## config.mk

```make
export PLATFORM = sky130hd
export DESIGN_NAME = keyed_byte_mac_tag_core_flat
export DESIGN_NICKNAME = d
export VERILOG_FILES = /design/src/design/kbm_pkg.sv /design/src/design/kbm_in_if.sv /design/src/design/kbm_out_if.sv /design/src/design/keyed_byte_mac_tag_core.sv /design/src/design/kbm_front.sv /design/src/design/kbm_back.sv /design/src/flat_wrapper.sv
export SDC_FILE = /design/constraint.sdc
export NUM_CORES = 2
export LEC_CHECK = 0
export BUFFER_PORTS_ARGS = -buffer_cell sky130_fd_sc_hd__buf_2
export CAP_MARGIN = 20
export CORE_UTILIZATION = 45
export CTS_CLUSTER_SIZE = 40
export DETAILED_ROUTE_END_ITERATION = 12
export HOLD_SLACK_MARGIN = 0.08
export PLACE_DENSITY = 0.58
export SETUP_SLACK_MARGIN = 0.3
export SKIP_LAST_GASP = 1
export SYNTH_ARGS = -nofsm -noshare
export SYNTH_HDL_FRONTEND = slang
export SYNTH_SLANG_ARGS = --single-unit
```

## constraint.sdc

```tcl
create_clock -name i_clk -period 7.15 [get_ports i_clk]
set_input_delay 0.3575 -clock i_clk [delete_from_list [all_inputs] [get_ports i_clk]]
set_output_delay 0.3575 -clock i_clk [all_outputs]
set_load 0.02 [all_outputs]
```

## src/design/kbm_pkg.sv

```systemverilog
`timescale 1ns / 1ps
// shared types, constants and the tag byte update function of the keyed byte mac tag core
// no dependencies
package kbm_pkg;

    localparam int DATA_W    = 8;
    localparam int WORD_W    = 32;
    localparam int NUM_REGS  = 6;
    localparam int CFG_IDX_W = 3;
    localparam int Q_DEPTH   = 2;
    localparam int Q_PTR_W   = $clog2(Q_DEPTH);
    localparam int Q_CNT_W   = $clog2(Q_DEPTH + 1);

    // register indexes on the configuration port
    localparam logic [CFG_IDX_W-1:0] REG_KEY_A_LO = 3'd0;
    localparam logic [CFG_IDX_W-1:0] REG_KEY_A_HI = 3'd1;
    localparam logic [CFG_IDX_W-1:0] REG_KEY_B_LO = 3'd2;
    localparam logic [CFG_IDX_W-1:0] REG_KEY_B_HI = 3'd3;
    localparam logic [CFG_IDX_W-1:0] REG_SEED_LO  = 3'd4;
    localparam logic [CFG_IDX_W-1:0] REG_SEED_HI  = 3'd5;

    localparam logic [WORD_W-1:0] CFG_RESET [NUM_REGS] = '{
        32'h3B9A16AC, 32'hECC2FCE7, 32'h28175FD8,
        32'hCA8D7FF7, 32'h89C2BFA1, 32'hAD0077EB
    };

    // per tag byte constants, bytes 0..3 use key a, bytes 4..7 key b
    localparam logic [DATA_W-1:0] C_MULT [8] = '{
        8'd3, 8'd5, 8'd7, 8'd11, 8'd13, 8'd17, 8'd19, 8'd23
    };

    typedef enum logic {
        PH_FIRST,
        PH_SECOND
    } t_phase;

    typedef struct packed {
        logic [DATA_W-1:0] data_byte;
        logic              last;
    } t_item;

    typedef struct packed {
        logic  valid;
        t_item item;
    } t_qhead;

    typedef struct packed {
        logic [7:0][DATA_W-1:0] key_a;
        logic [7:0][DATA_W-1:0] key_b;
        logic [7:0][DATA_W-1:0] seed;
    } t_cfg;

    // one tag byte: kd*d + kx*tx + kc*c + (ts ^ d), mod 256
    function automatic logic [DATA_W-1:0] tag_term(
        input logic [DATA_W-1:0] k_d,
        input logic [DATA_W-1:0] d,
        input logic [DATA_W-1:0] k_x,
        input logic [DATA_W-1:0] t_x,
        input logic [DATA_W-1:0] k_c,
        input logic [DATA_W-1:0] c,
        input logic [DATA_W-1:0] t_s
    );
        logic [2*DATA_W-1:0] p_d;
        logic [2*DATA_W-1:0] p_x;
        logic [2*DATA_W-1:0] p_c;
        logic [2*DATA_W-1:0] s;
        p_d = k_d * d;
        p_x = k_x * t_x;
        p_c = k_c * c;
        s   = p_d + p_x + p_c + {{DATA_W{1'b0}}, t_s ^ d};
        return s[DATA_W-1:0];
    endfunction

endpackage

```

## src/design/kbm_in_if.sv

```systemverilog
`timescale 1ns / 1ps
// message byte channel: valid, ready and one byte with its last flag
// depends on kbm_pkg
interface kbm_in_if import kbm_pkg::*; ();
    logic              valid;
    logic              ready;
    logic [DATA_W-1:0] data_byte;
    logic              last;

    modport source (output valid, output data_byte, output last, input ready);
    modport sink   (input valid, input data_byte, input last, output ready);
endinterface

```

## src/design/kbm_out_if.sv

```systemverilog
`timescale 1ns / 1ps
// tag result channel: valid, ready and the eight tag bytes as two words
// depends on kbm_pkg
interface kbm_out_if import kbm_pkg::*; ();
    logic              valid;
    logic              ready;
    logic [WORD_W-1:0] tag_low;
    logic [WORD_W-1:0] tag_high;

    modport source (output valid, output tag_low, output tag_high, input ready);
    modport sink   (input valid, input tag_low, input tag_high, output ready);
endinterface

```

## src/design/keyed_byte_mac_tag_core.sv

```systemverilog
`timescale 1ns / 1ps
// top level of the keyed byte mac tag core: configuration registers, front queue, back end
// depends on kbm_pkg, kbm_in_if, kbm_out_if, kbm_front and kbm_back
//
//  channel   dir  handshake          payload
//  i_in      in   valid / ready      data_byte[7:0], last
//  o_out     out  valid / ready      tag_low[31:0], tag_high[31:0]
//  cfg       in   i_cfg_wr_en        i_cfg_idx[2:0], i_cfg_data[31:0]
//
// each byte passes a first and a second phase in the back end: tag bytes 0,1 (and 4,5) first,
//   then 2,3 (and 6,7), since bytes 2,3 multiply the freshly updated bytes 1,0
// a 2-beat queue in front accepts beats while the back end works or a result waits
// the tag register on o_out holds a result until taken; only a last byte stalls on it
// synchronous active-low reset restores the registers and loads the tag from the reset seed
// writes to register indexes beyond the seed high word are dropped
module keyed_byte_mac_tag_core import kbm_pkg::*; (
    input  logic                 i_clk,
    input  logic                 i_rst_n,
    kbm_in_if.sink               i_in,
    kbm_out_if.source            o_out,
    input  logic                 i_cfg_wr_en,
    input  logic [CFG_IDX_W-1:0] i_cfg_idx,
    input  logic [WORD_W-1:0]    i_cfg_data
);

    // configuration register file
    logic [WORD_W-1:0] r_cfg [NUM_REGS];
    t_cfg              cfg;
    t_qhead            head;
    logic              pop;

    always_ff @(posedge i_clk) begin
        if (!i_rst_n) begin
            for (int n = 0; n < NUM_REGS; n++) begin
                r_cfg[n] <= CFG_RESET[n];
            end
        end else if (i_cfg_wr_en) begin
            unique case (i_cfg_idx)
                REG_KEY_A_LO: r_cfg[REG_KEY_A_LO] <= i_cfg_data;
                REG_KEY_A_HI: r_cfg[REG_KEY_A_HI] <= i_cfg_data;
                REG_KEY_B_LO: r_cfg[REG_KEY_B_LO] <= i_cfg_data;
                REG_KEY_B_HI: r_cfg[REG_KEY_B_HI] <= i_cfg_data;
                REG_SEED_LO:  r_cfg[REG_SEED_LO]  <= i_cfg_data;
                REG_SEED_HI:  r_cfg[REG_SEED_HI]  <= i_cfg_data;
                default: begin
                    // unmapped index, write dropped
                end
            endcase
        end
    end

    // byte n of each key or seed sits at bits 8n+7:8n of the low/high word pair
    assign cfg.key_a = {r_cfg[REG_KEY_A_HI], r_cfg[REG_KEY_A_LO]};
    assign cfg.key_b = {r_cfg[REG_KEY_B_HI], r_cfg[REG_KEY_B_LO]};
    assign cfg.seed  = {r_cfg[REG_SEED_HI], r_cfg[REG_SEED_LO]};

    // front: beat acceptance and queue
    kbm_front u_front (
        .i_clk   (i_clk),
        .i_rst_n (i_rst_n),
        .i_in    (i_in),
        .i_pop   (pop),
        .o_head  (head)
    );

    // back: tag update engine and result register
    kbm_back u_back (
        .i_clk   (i_clk),
        .i_rst_n (i_rst_n),
        .i_head  (head),
        .o_pop   (pop),
        .i_cfg   (cfg),
        .o_out   (o_out)
    );

endmodule

```

## src/design/kbm_front.sv

```systemverilog
`timescale 1ns / 1ps
// front end: accepts message beats into a short flip-flop queue for the back end
// depends on kbm_pkg and kbm_in_if
module kbm_front import kbm_pkg::*; (
    input  logic          i_clk,
    input  logic          i_rst_n,
    kbm_in_if.sink        i_in,
    input  logic          i_pop,
    output t_qhead        o_head
);

    t_item               r_mem [Q_DEPTH];
    logic [Q_PTR_W-1:0]  r_wr_ptr;
    logic [Q_PTR_W-1:0]  n_wr_ptr;
    logic [Q_PTR_W-1:0]  r_rd_ptr;
    logic [Q_PTR_W-1:0]  n_rd_ptr;
    logic [Q_CNT_W-1:0]  r_count;
    logic [Q_CNT_W-1:0]  n_count;
    logic                push;
    logic                pop;

    assign i_in.ready = (r_count != Q_CNT_W'(Q_DEPTH));
    assign push       = i_in.valid && i_in.ready;
    assign pop        = i_pop && (r_count != '0);

    assign o_head.valid = (r_count != '0);
    assign o_head.item  = r_mem[r_rd_ptr];

    always_comb begin
        n_wr_ptr = r_wr_ptr;
        n_rd_ptr = r_rd_ptr;
        n_count  = r_count;
        if (push) begin
            n_wr_ptr = (r_wr_ptr == Q_PTR_W'(Q_DEPTH - 1)) ? '0 : r_wr_ptr + 1'b1;
        end
        if (pop) begin
            n_rd_ptr = (r_rd_ptr == Q_PTR_W'(Q_DEPTH - 1)) ? '0 : r_rd_ptr + 1'b1;
        end
        if (push && !pop) begin
            n_count = r_count + 1'b1;
        end else if (pop && !push) begin
            n_count = r_count - 1'b1;
        end
    end

    always_ff @(posedge i_clk) begin
        if (!i_rst_n) begin
            r_wr_ptr <= '0;
            r_rd_ptr <= '0;
            r_count  <= '0;
        end else begin
            r_wr_ptr <= n_wr_ptr;
            r_rd_ptr <= n_rd_ptr;
            r_count  <= n_count;
        end
    end

    always_ff @(posedge i_clk) begin
        if (push) begin
            r_mem[r_wr_ptr] <= '{data_byte: i_in.data_byte, last: i_in.last};
        end
    end

    a_count_bound: assert property (@(posedge i_clk) disable iff (!i_rst_n)
        r_count <= Q_CNT_W'(Q_DEPTH))
        else $error("queue count beyond depth");

endmodule

```

## src/design/kbm_back.sv

```systemverilog
`timescale 1ns / 1ps
// back end: two-phase tag update per byte, tag result register and seed reload
// depends on kbm_pkg and kbm_out_if
module kbm_back import kbm_pkg::*; (
    input  logic          i_clk,
    input  logic          i_rst_n,
    input  t_qhead        i_head,
    output logic          o_pop,
    input  t_cfg          i_cfg,
    kbm_out_if.source     o_out
);

    t_phase                 r_phase;
    t_phase                 n_phase;
    logic [7:0][DATA_W-1:0] r_tag;
    logic [7:0][DATA_W-1:0] n_tag;
    logic [7:0][DATA_W-1:0] upd_tag;
    logic [7:0][DATA_W-1:0] key;
    logic [DATA_W-1:0]      r_d;
    logic                   r_last;
    logic                   r_out_valid;
    logic                   n_out_valid;
    logic [WORD_W-1:0]      r_out_low;
    logic [WORD_W-1:0]      r_out_high;
    logic                   advance;
    logic                   emit;

    assign o_out.valid    = r_out_valid;
    assign o_out.tag_low  = r_out_low;
    assign o_out.tag_high = r_out_high;

    // second phase stalls only when a last byte meets a full result register
    assign advance = !r_last || !r_out_valid || o_out.ready;
    assign emit    = (r_phase == PH_SECOND) && r_last && advance;
    assign o_pop   = (r_phase == PH_FIRST) && i_head.valid;

    // bytes 0,1 of each half in the first phase, 2,3 in the second
    always_comb begin
        upd_tag = r_tag;
        key     = '0;
        for (int h = 0; h < 2; h++) begin
            key = (h == 0) ? i_cfg.key_a : i_cfg.key_b;
            upd_tag[4*h+0] = tag_term(key[0], i_head.item.data_byte, key[1], r_tag[4*h+3],
                                      key[7], C_MULT[4*h+0], r_tag[4*h+0]);
            upd_tag[4*h+1] = tag_term(key[1], i_head.item.data_byte, key[2], r_tag[4*h+2],
                                      key[6], C_MULT[4*h+1], r_tag[4*h+1]);
            upd_tag[4*h+2] = tag_term(key[2], r_d, key[3], r_tag[4*h+1],
                                      key[5], C_MULT[4*h+2], r_tag[4*h+2]);
            upd_tag[4*h+3] = tag_term(key[3], r_d, key[0], r_tag[4*h+0],
                                      key[4], C_MULT[4*h+3], r_tag[4*h+3]);
        end
    end

    always_comb begin
        n_phase     = r_phase;
        n_tag       = r_tag;
        n_out_valid = r_out_valid && !o_out.ready;
        unique case (r_phase)
            PH_FIRST: begin
                if (i_head.valid) begin
                    n_tag[0] = upd_tag[0];
                    n_tag[1] = upd_tag[1];
                    n_tag[4] = upd_tag[4];
                    n_tag[5] = upd_tag[5];
                    n_phase  = PH_SECOND;
                end
            end
            PH_SECOND: begin
                if (advance) begin
                    n_phase = PH_FIRST;
                    if (r_last) begin
                        n_tag       = i_cfg.seed;
                        n_out_valid = 1'b1;
                    end else begin
                        n_tag[2] = upd_tag[2];
                        n_tag[3] = upd_tag[3];
                        n_tag[6] = upd_tag[6];
                        n_tag[7] = upd_tag[7];
                    end
                end
            end
            default: begin
                n_phase = PH_FIRST;
            end
        endcase
    end

    always_ff @(posedge i_clk) begin
        if (!i_rst_n) begin
            r_phase     <= PH_FIRST;
            r_out_valid <= 1'b0;
            r_last      <= 1'b0;
            r_tag       <= {CFG_RESET[REG_SEED_HI], CFG_RESET[REG_SEED_LO]};
        end else begin
            r_phase     <= n_phase;
            r_out_valid <= n_out_valid;
            r_tag       <= n_tag;
            if (o_pop) begin
                r_last <= i_head.item.last;
            end
        end
    end

    always_ff @(posedge i_clk) begin
        if (o_pop) begin
            r_d <= i_head.item.data_byte;
        end
        if (emit) begin
            r_out_low  <= {upd_tag[3], upd_tag[2], r_tag[1], r_tag[0]};
            r_out_high <= {upd_tag[7], upd_tag[6], r_tag[5], r_tag[4]};
        end
    end

    a_pop_then_second: assert property (@(posedge i_clk) disable iff (!i_rst_n)
        (r_phase == PH_FIRST && i_head.valid) |=> (r_phase == PH_SECOND))
        else $error("first phase did not hand over to second phase");

    a_reload_seed: assert property (@(posedge i_clk) disable iff (!i_rst_n)
        emit |=> (r_tag == $past(i_cfg.seed)))
        else $error("tag not reloaded from seed after last byte");

    a_result_source: assert property (@(posedge i_clk) disable iff (!i_rst_n)
        $rose(r_out_valid) |-> $past(r_phase == PH_SECOND && r_last))
        else $error("result raised without a finished last byte");

endmodule
```

## src/flat_wrapper.sv

```systemverilog
// flat-port wrapper written by rule: the top's interface ports become plain ports
module keyed_byte_mac_tag_core_flat import kbm_pkg::*;
  (i_clk, i_rst_n, i_cfg_wr_en, i_cfg_idx, i_cfg_data, i_in_valid, i_in_data_byte, i_in_last, i_in_ready, o_out_valid, o_out_tag_low, o_out_tag_high, o_out_ready);
  kbm_in_if i_in_i ();
  kbm_out_if o_out_i ();
  input  logic i_clk;
  input  logic i_rst_n;
  input  logic i_cfg_wr_en;
  input  logic [CFG_IDX_W-1:0] i_cfg_idx;
  input  logic [WORD_W-1:0] i_cfg_data;
  input wire logic [$bits(i_in_i.valid)-1:0] i_in_valid;
  input wire logic [$bits(i_in_i.data_byte)-1:0] i_in_data_byte;
  input wire logic [$bits(i_in_i.last)-1:0] i_in_last;
  output wire logic [$bits(i_in_i.ready)-1:0] i_in_ready;
  output wire logic [$bits(o_out_i.valid)-1:0] o_out_valid;
  output wire logic [$bits(o_out_i.tag_low)-1:0] o_out_tag_low;
  output wire logic [$bits(o_out_i.tag_high)-1:0] o_out_tag_high;
  input wire logic [$bits(o_out_i.ready)-1:0] o_out_ready;
  assign i_in_i.valid = i_in_valid;
  assign i_in_i.data_byte = i_in_data_byte;
  assign i_in_i.last = i_in_last;
  assign i_in_ready = i_in_i.ready;
  assign o_out_valid = o_out_i.valid;
  assign o_out_tag_low = o_out_i.tag_low;
  assign o_out_tag_high = o_out_i.tag_high;
  assign o_out_i.ready = o_out_ready;
  keyed_byte_mac_tag_core u_core (.i_clk(i_clk), .i_rst_n(i_rst_n), .i_in(i_in_i), .o_out(o_out_i), .i_cfg_wr_en(i_cfg_wr_en), .i_cfg_idx(i_cfg_idx), .i_cfg_data(i_cfg_data));
endmodule
```

After elaboration in Yosys (flattened, before gate mapping)
Memory sizes are Yosys's and may differ from the RTL's. A register that Yosys moved wholly into a read port is not among the register bits. Index checks and enable logic that the tools add are counted.

Bits in registers: 143. Bits in writable memories: 210. Bits of input ports: 49. Output and inout bits: 66. Logic and storage cells: 169. Memories: 2.

Add/sub/neg operators: 28. Multipliers: 24. Equality and inequality tests: 9. Mux-type cells: 54. Bitwise logic cells: 15. Reductions and logical operators: 20.

Memories: u_core.r_cfg (words 6, bits a word 32, read ports 6, clocked after Yosys merged registers in 0, write ports 6, line keyed_byte_mac_tag_core.sv:27) `logic [WORD_W-1:0] r_cfg [NUM_REGS];`; u_core.u_front.r_mem (words 2, bits a word 9, read ports 1, clocked after Yosys merged registers in 1, write ports 1, line kbm_front.sv:12) `t_item r_mem [Q_DEPTH];`.

Operators with widths (number): $add A8 B8 Y8 (24); $mux W32 (6); $mul A8 B8 Y8 (16); $mux W16 (6); $pmux W16 S2 (2); $xor A8 B8 Y8 (8); $mux W48 (1); $mux W1 (36); $mul A8 B5 Y8 const B (3); $mul A8 B3 Y8 const B (2); $mul A8 B4 Y8 const B (2); $logic_and A1 B1 Y1 (8); $mul A8 B2 Y8 const B (1); $eq A3 B2 Y1 const B (2); $eq A3 B3 Y1 const B (2); $or A1 B1 Y1 (6); $logic_not A1 Y1 (5); $mux W2 (2); $ne A2 B1 Y1 const B (2); $ne A2 B2 Y1 const B (2); $reduce_bool A2 Y1 (2); $eq A3 B1 Y1 const B (1); $logic_not A3 Y1 (1); $reduce_and A3 Y1 (1); other kinds (7) (9).

Longest topological paths before layout
An unclocked memory read counts as a cell.

Depth in word-level cells: 8. Depth in mapped cells: 25. Mapped depth without buffers: 22.

By module
A second synthesis with hierarchy kept.

Cell total of the unflattened synthesis: 3306. Area total of the unflattened synthesis: 34347.9 um2.

By module, submodules not included: kbm_back (instances 1, cells each 2799, area each 26133.8 um2); keyed_byte_mac_tag_core (instances 1, cells each 455, area each 7324.5 um2); kbm_front (instances 1, cells each 52, area each 889.6 um2).

Worst setup path before layout
Ideal clock, no wire load.

Path type: register -> register. Start: register (tool-made name). End: register u_core.u_back.r_tag[47] in the netlist's numbering. Setup time: 0.058 ns. Arrival: 5.897 ns. Data required time: 7.092 ns. Setup slack: 1.195 ns. Cell stages (with the launch flop): 21. Buffers on the path: 3. Clock period less this slack: 5.955 ns. Cells stage by stage: dfxtp_1 buf_12 mux2i_4 inv_4 clkbuf_1 clkbuf_1 nand2_1 fa_1 fa_1 fa_1 fa_1 fa_1 fa_1 fa_1 xnor2_1 xnor2_1 xnor2_1 xnor2_1 xnor3_1 o21ai_1 o211a_1.

RTL lines: end signal: assignment (line kbm_back.sv:93) `r_tag <= {CFG_RESET[REG_SEED_HI], CFG_RESET[REG_SEED_LO]};`; end signal: assignment (line kbm_back.sv:97) `r_tag <= n_tag;`; end: declaration (line kbm_back.sv:15) `logic [7:0][DATA_W-1:0] r_tag;`.

==> results.txt <==
The final wirelength is 98380 microns. The clock transition time at the flip-flop clock pins of the worst setup and hold paths came out at ~0.06 ns. The maximum number of pins on one net before global-route repair came out at 51. The number of vias per cell after detailed routing came out at 5.236. After routing, the total negative slack on setup checks comes to 0 ns.

From synthesis to final layout, the design area changed by 8.885%. Counting both buffers and inverters, the worst setup path holds a total of 6. The final net count came out at 4130. The number of nets in the synthesized netlist is 4065. Yosys instantiated no cell more often than sky130_fd_sc_hd__inv_1. The H-tree depth reported by CTS came out at 2. The total I/O pin count is roughly 120. STA classifies the critical path startpoint as a flop. The vias after detailed routing came out at 22810. The worst relative slew slack is between 20% and 30%. After floorplanning, the core was sized to cover between 70000 and 80000 sq um. The global routing usage summed across all routing layers is 26.18%. The commonest cells after synthesis are sky130_fd_sc_hd__inv_1 (574), sky130_fd_sc_hd__fa_1 (390), sky130_fd_sc_hd__nand2_1 (374). The maximum achievable frequency came out at between 150 and 200 MHz. The die is 277.6 microns wide.

Setup repair after global routing left no endpoint under its margin. The cell type with the highest aggregate area in the netlist is sky130_fd_sc_hd__edfxtp_1. The number of I/O port buffers came out at 114. The count of max-cap constraint violations came out at 0. The fraction of the yosys area taken by sequential cells came out at between 20% and 30%. The number of flops mapped to enable cells by yosys came out at approximately 280. The detailed-routing iteration count for the pre-antenna-repair pass came out at 5. In the routed design, unresolved DRC markers number 0. TritonCTS built the clock tree. The total CTS buffers is 42. Along the worst path, the maximum fanout reaches 15. Synthesis handed over a netlist of 3289 instances. The count of cells resized by post-cts repair is 0. The tightest min-delay check is of the primary input to flop type. The combined area of all synthesized cells is ~34000 sq um. The flow ran to the end, and the final reports show no timing, DRC or antenna violations. The highest cell delay on the worst timing path is about 0.65 ns. Summed over all layers, the global routing overflow is 0. Setup violations remaining at the end of the flow were counted as 0.

The initial antenna violation count came out at 5. The critical path is of the flop to flop type. The total clock sinks came out at between 300 and 400. Clock tree synthesis selected as its root buffer the cell sky130_fd_sc_hd__clkbuf_16.

The post-synthesis async set-or-reset flop share is 0%. The cell family contributing the most delay on the critical path is adder cells. The dominant register cell in the synthesized netlist is sky130_fd_sc_hd__edfxtp_1. Of the cells placed in the final design, the portion with a size suffix greater than 1 is between 7 and 8%. The setup skew after layout is ~0.018 ns. The share of the clock period used by the worst path came out at 90.15%.

The number of placement rows came out at 100. The die height is roughly 280 microns. The number of hold violations in the final report is 0. In this run the deepest clock path goes through 3 buffers. The Yosys step of the flow raised 0 warnings. The most numerous cell on the critical path is sky130_fd_sc_hd__fa_1. The number of global-route vias before repair is 24450. In this run, synthesis produced a sequential element count of between 300 and 400.

The HPWL after detailed placement came out at roughly 75000 microns. In this run, the number of DRC markers left after iteration 0 of detailed routing was approximately 1600. The slowest stage of the critical path is the sky130_fd_sc_hd__dfxtp_1 cell. At the later pin of the worst-skew pair, clock insertion delay measures around 0.6 ns. The die area came out at ~77000 sq um.

The distinct cell type count after synthesis came out at 45. The final estimated routing congestion in global placement came out at between 0.8 and 0.9. Traced cell by cell, the critical path runs through buf_4 -> mux2i_4 -> clkinv_2 -> and2_1 -> ha_1 -> inv_1 -> fa_1 -> inv_1 -> fa_1 -> fa_1 -> fa_1 -> fa_1 -> inv_1 -> fa_1 -> inv_1 -> ha_1 -> a21oi_1 -> xnor2_1 -> xnor2_1 -> xnor2_1 -> o211ai_1. The actual transition at the worst max-transition pin came out at 1.133 ns. The worst setup path is captured at a flop.

Data arrives at the worst endpoint at just under 7 ns. The starting density of the core came out at around 46%. Dividing the detail-routed wire length by the instance count gives 22.58 microns. By area the synthesized netlist is led by sky130_fd_sc_hd__edfxtp_1 (25%), sky130_fd_sc_hd__fa_1 (23%), sky130_fd_sc_hd__ha_1 (12%), sky130_fd_sc_hd__xnor2_1 (8.1%), sky130_fd_sc_hd__inv_1 (6.3%).

Dividing the synthesized area by the synthesized cell count gives between 10 and 15 sq um. The proportion of netlist area held by the largest area contributor came out at 24.78%. The time the worst path needs with I/O delays and setup came out at 6.445 ns. The count of antenna-violating nets left after detailed routing is 0. The worst endpoint required time is around 7.6 ns. The count of final max-slew check failures came out at 0.

The global-route wire length before repair is 151100 microns.
registers in the layout, summed over array words and instances, names as in the netlist, named ones only:
name	flops
u_core.u_front.r_count	2
u_core.u_back.o_out.tag_high	32
u_core.u_back.r_tag	64
u_core.u_back.r_d	8
u_core.u_front.r_wr_ptr	1
u_core.r_cfg	192
u_core.u_back.o_out.valid	1
u_core.u_front.r_mem	18
u_core.u_back.r_phase	1
u_core.u_front.r_rd_ptr	1
u_core.u_back.o_out.tag_low	32
u_core.u_back.r_last	1
routing by layer:
metal  track usage [%]  share of wire, %
met1             36.01                44
met5                 0                 0
met3             4.321               6.9
met2             42.34                46
met4             7.961               3.2
repair_timing:
action / 4_1_cts / 5_1_grt
hold buffers: 9 / 0
setup endpoints to repair: 0 / 0
buffers inserted: 0 / 0
endpoints found under the hold margin: 18 / 0
logic make-up (layout without fill, tap and decap cells):
family,count (synthesis),count (layout),share of synthesized area [%]
AND/OR/NAND/NOR,898,898,13.16
buffers and inverters,729,827,8.178
adder cells (fa/ha/maj),727,727,35.18
XOR/XNOR,392,392,10.29
flip-flops,354,354,28.99
AO/OA/AOI/OAI,166,166,3.262
multiplexers,23,23,0.9335
other,0,1,0
area by class of cell:
| type | instances | area, sq um |
|---|---|---|
| timing repair buffer | 166 | 983.4 |
| fill | 6827 | 37610 |
| multi-input combinational | 2206 | 21580 |
| sequential | 354 | 9911 |
| clock inverter | 14 | 107.6 |
| tap | 969 | 1212 |
| clock buffer | 63 | 1212 |
| antenna | 1 | 2.502 |
| inverter | 584 | 2202 |
per-stage QoR:
step                setup WS (ns)  util (%)  cell area [sq um]  instances  hold slack, ns
finish                     0.7046     49.74              37220       4357          0.1493
global route               0.4123     49.74              37210       4356          0.1666
CTS                        0.7031     49.74              37210       4356          0.1323
detailed placement         0.7608     47.85              35800       4270          0.5061
global placement           0.8236     47.85              35800       4270          0.5004
floorplan                   1.195         -              34180       3289          0.4029
cell usage in the layout (no fill, tap or decap), types with 14 or more instances in the layout:
master / Yosys / final
sky130_fd_sc_hd__a211oi_1: 14 / 14
sky130_fd_sc_hd__a21o_1: 15 / 15
sky130_fd_sc_hd__a21oi_1: 36 / 35
sky130_fd_sc_hd__a221oi_1: 19 / 19
sky130_fd_sc_hd__and2_1: 329 / 329
sky130_fd_sc_hd__buf_2: 14 / 114
sky130_fd_sc_hd__buf_4: 0 / 43
sky130_fd_sc_hd__clkbuf_1: 123 / 15
sky130_fd_sc_hd__clkbuf_16: 0 / 44
sky130_fd_sc_hd__dfxtp_1: 72 / 71
sky130_fd_sc_hd__edfxtp_1: 282 / 282
sky130_fd_sc_hd__fa_1: 390 / 390
sky130_fd_sc_hd__ha_1: 337 / 337
sky130_fd_sc_hd__inv_1: 574 / 574
sky130_fd_sc_hd__mux2i_1: 15 / 15
sky130_fd_sc_hd__nand2_1: 374 / 374
sky130_fd_sc_hd__nand2b_1: 37 / 37
sky130_fd_sc_hd__nor2_1: 69 / 66
sky130_fd_sc_hd__o211ai_1: 15 / 15
sky130_fd_sc_hd__o21ai_0: 32 / 28
sky130_fd_sc_hd__or3_1: 76 / 76
sky130_fd_sc_hd__xnor2_1: 317 / 317
sky130_fd_sc_hd__xor2_1: 68 / 68
worst register-to-register path, stage by stage, from the launching register on:
cell	delay [ns]
sky130_fd_sc_hd__dfxtp_1	0.65
sky130_fd_sc_hd__buf_4	0.25
sky130_fd_sc_hd__mux2i_4	0.31
sky130_fd_sc_hd__clkinv_2	0.28
sky130_fd_sc_hd__and2_1	0.25
sky130_fd_sc_hd__ha_1	0.27
sky130_fd_sc_hd__inv_1	0.05
sky130_fd_sc_hd__fa_1	0.54
sky130_fd_sc_hd__inv_1	0.06
sky130_fd_sc_hd__fa_1	0.48
sky130_fd_sc_hd__fa_1	0.58
sky130_fd_sc_hd__fa_1	0.44
sky130_fd_sc_hd__fa_1	0.54
sky130_fd_sc_hd__inv_1	0.06
sky130_fd_sc_hd__fa_1	0.48
sky130_fd_sc_hd__inv_1	0.05
sky130_fd_sc_hd__ha_1	0.30
sky130_fd_sc_hd__a21oi_1	0.17
sky130_fd_sc_hd__xnor2_1	0.16
sky130_fd_sc_hd__xnor2_1	0.15
sky130_fd_sc_hd__xnor2_1	0.15
sky130_fd_sc_hd__o211ai_1	0.10
path summary, 6_finish.rpt:
path / from / endpoint / slack (ns) / cells past startpoint
setup reg to reg: flop / u_core.u_back.r_tag[39] / 0.70 / 21
hold reg to reg: u_core.r_cfg[0][135] / u_core.u_back.r_tag[7] / 0.51 / 2
setup / recovery: flop / u_core.u_back.r_tag[39] / 0.70 / 21
hold / removal: i_cfg_data[20] / u_core.r_cfg[0][20] / 0.15 / 2
Power is left out: the tool's default activity adds up to more than one toggle a clock period on the data nets, which glitch-free logic cannot reach.
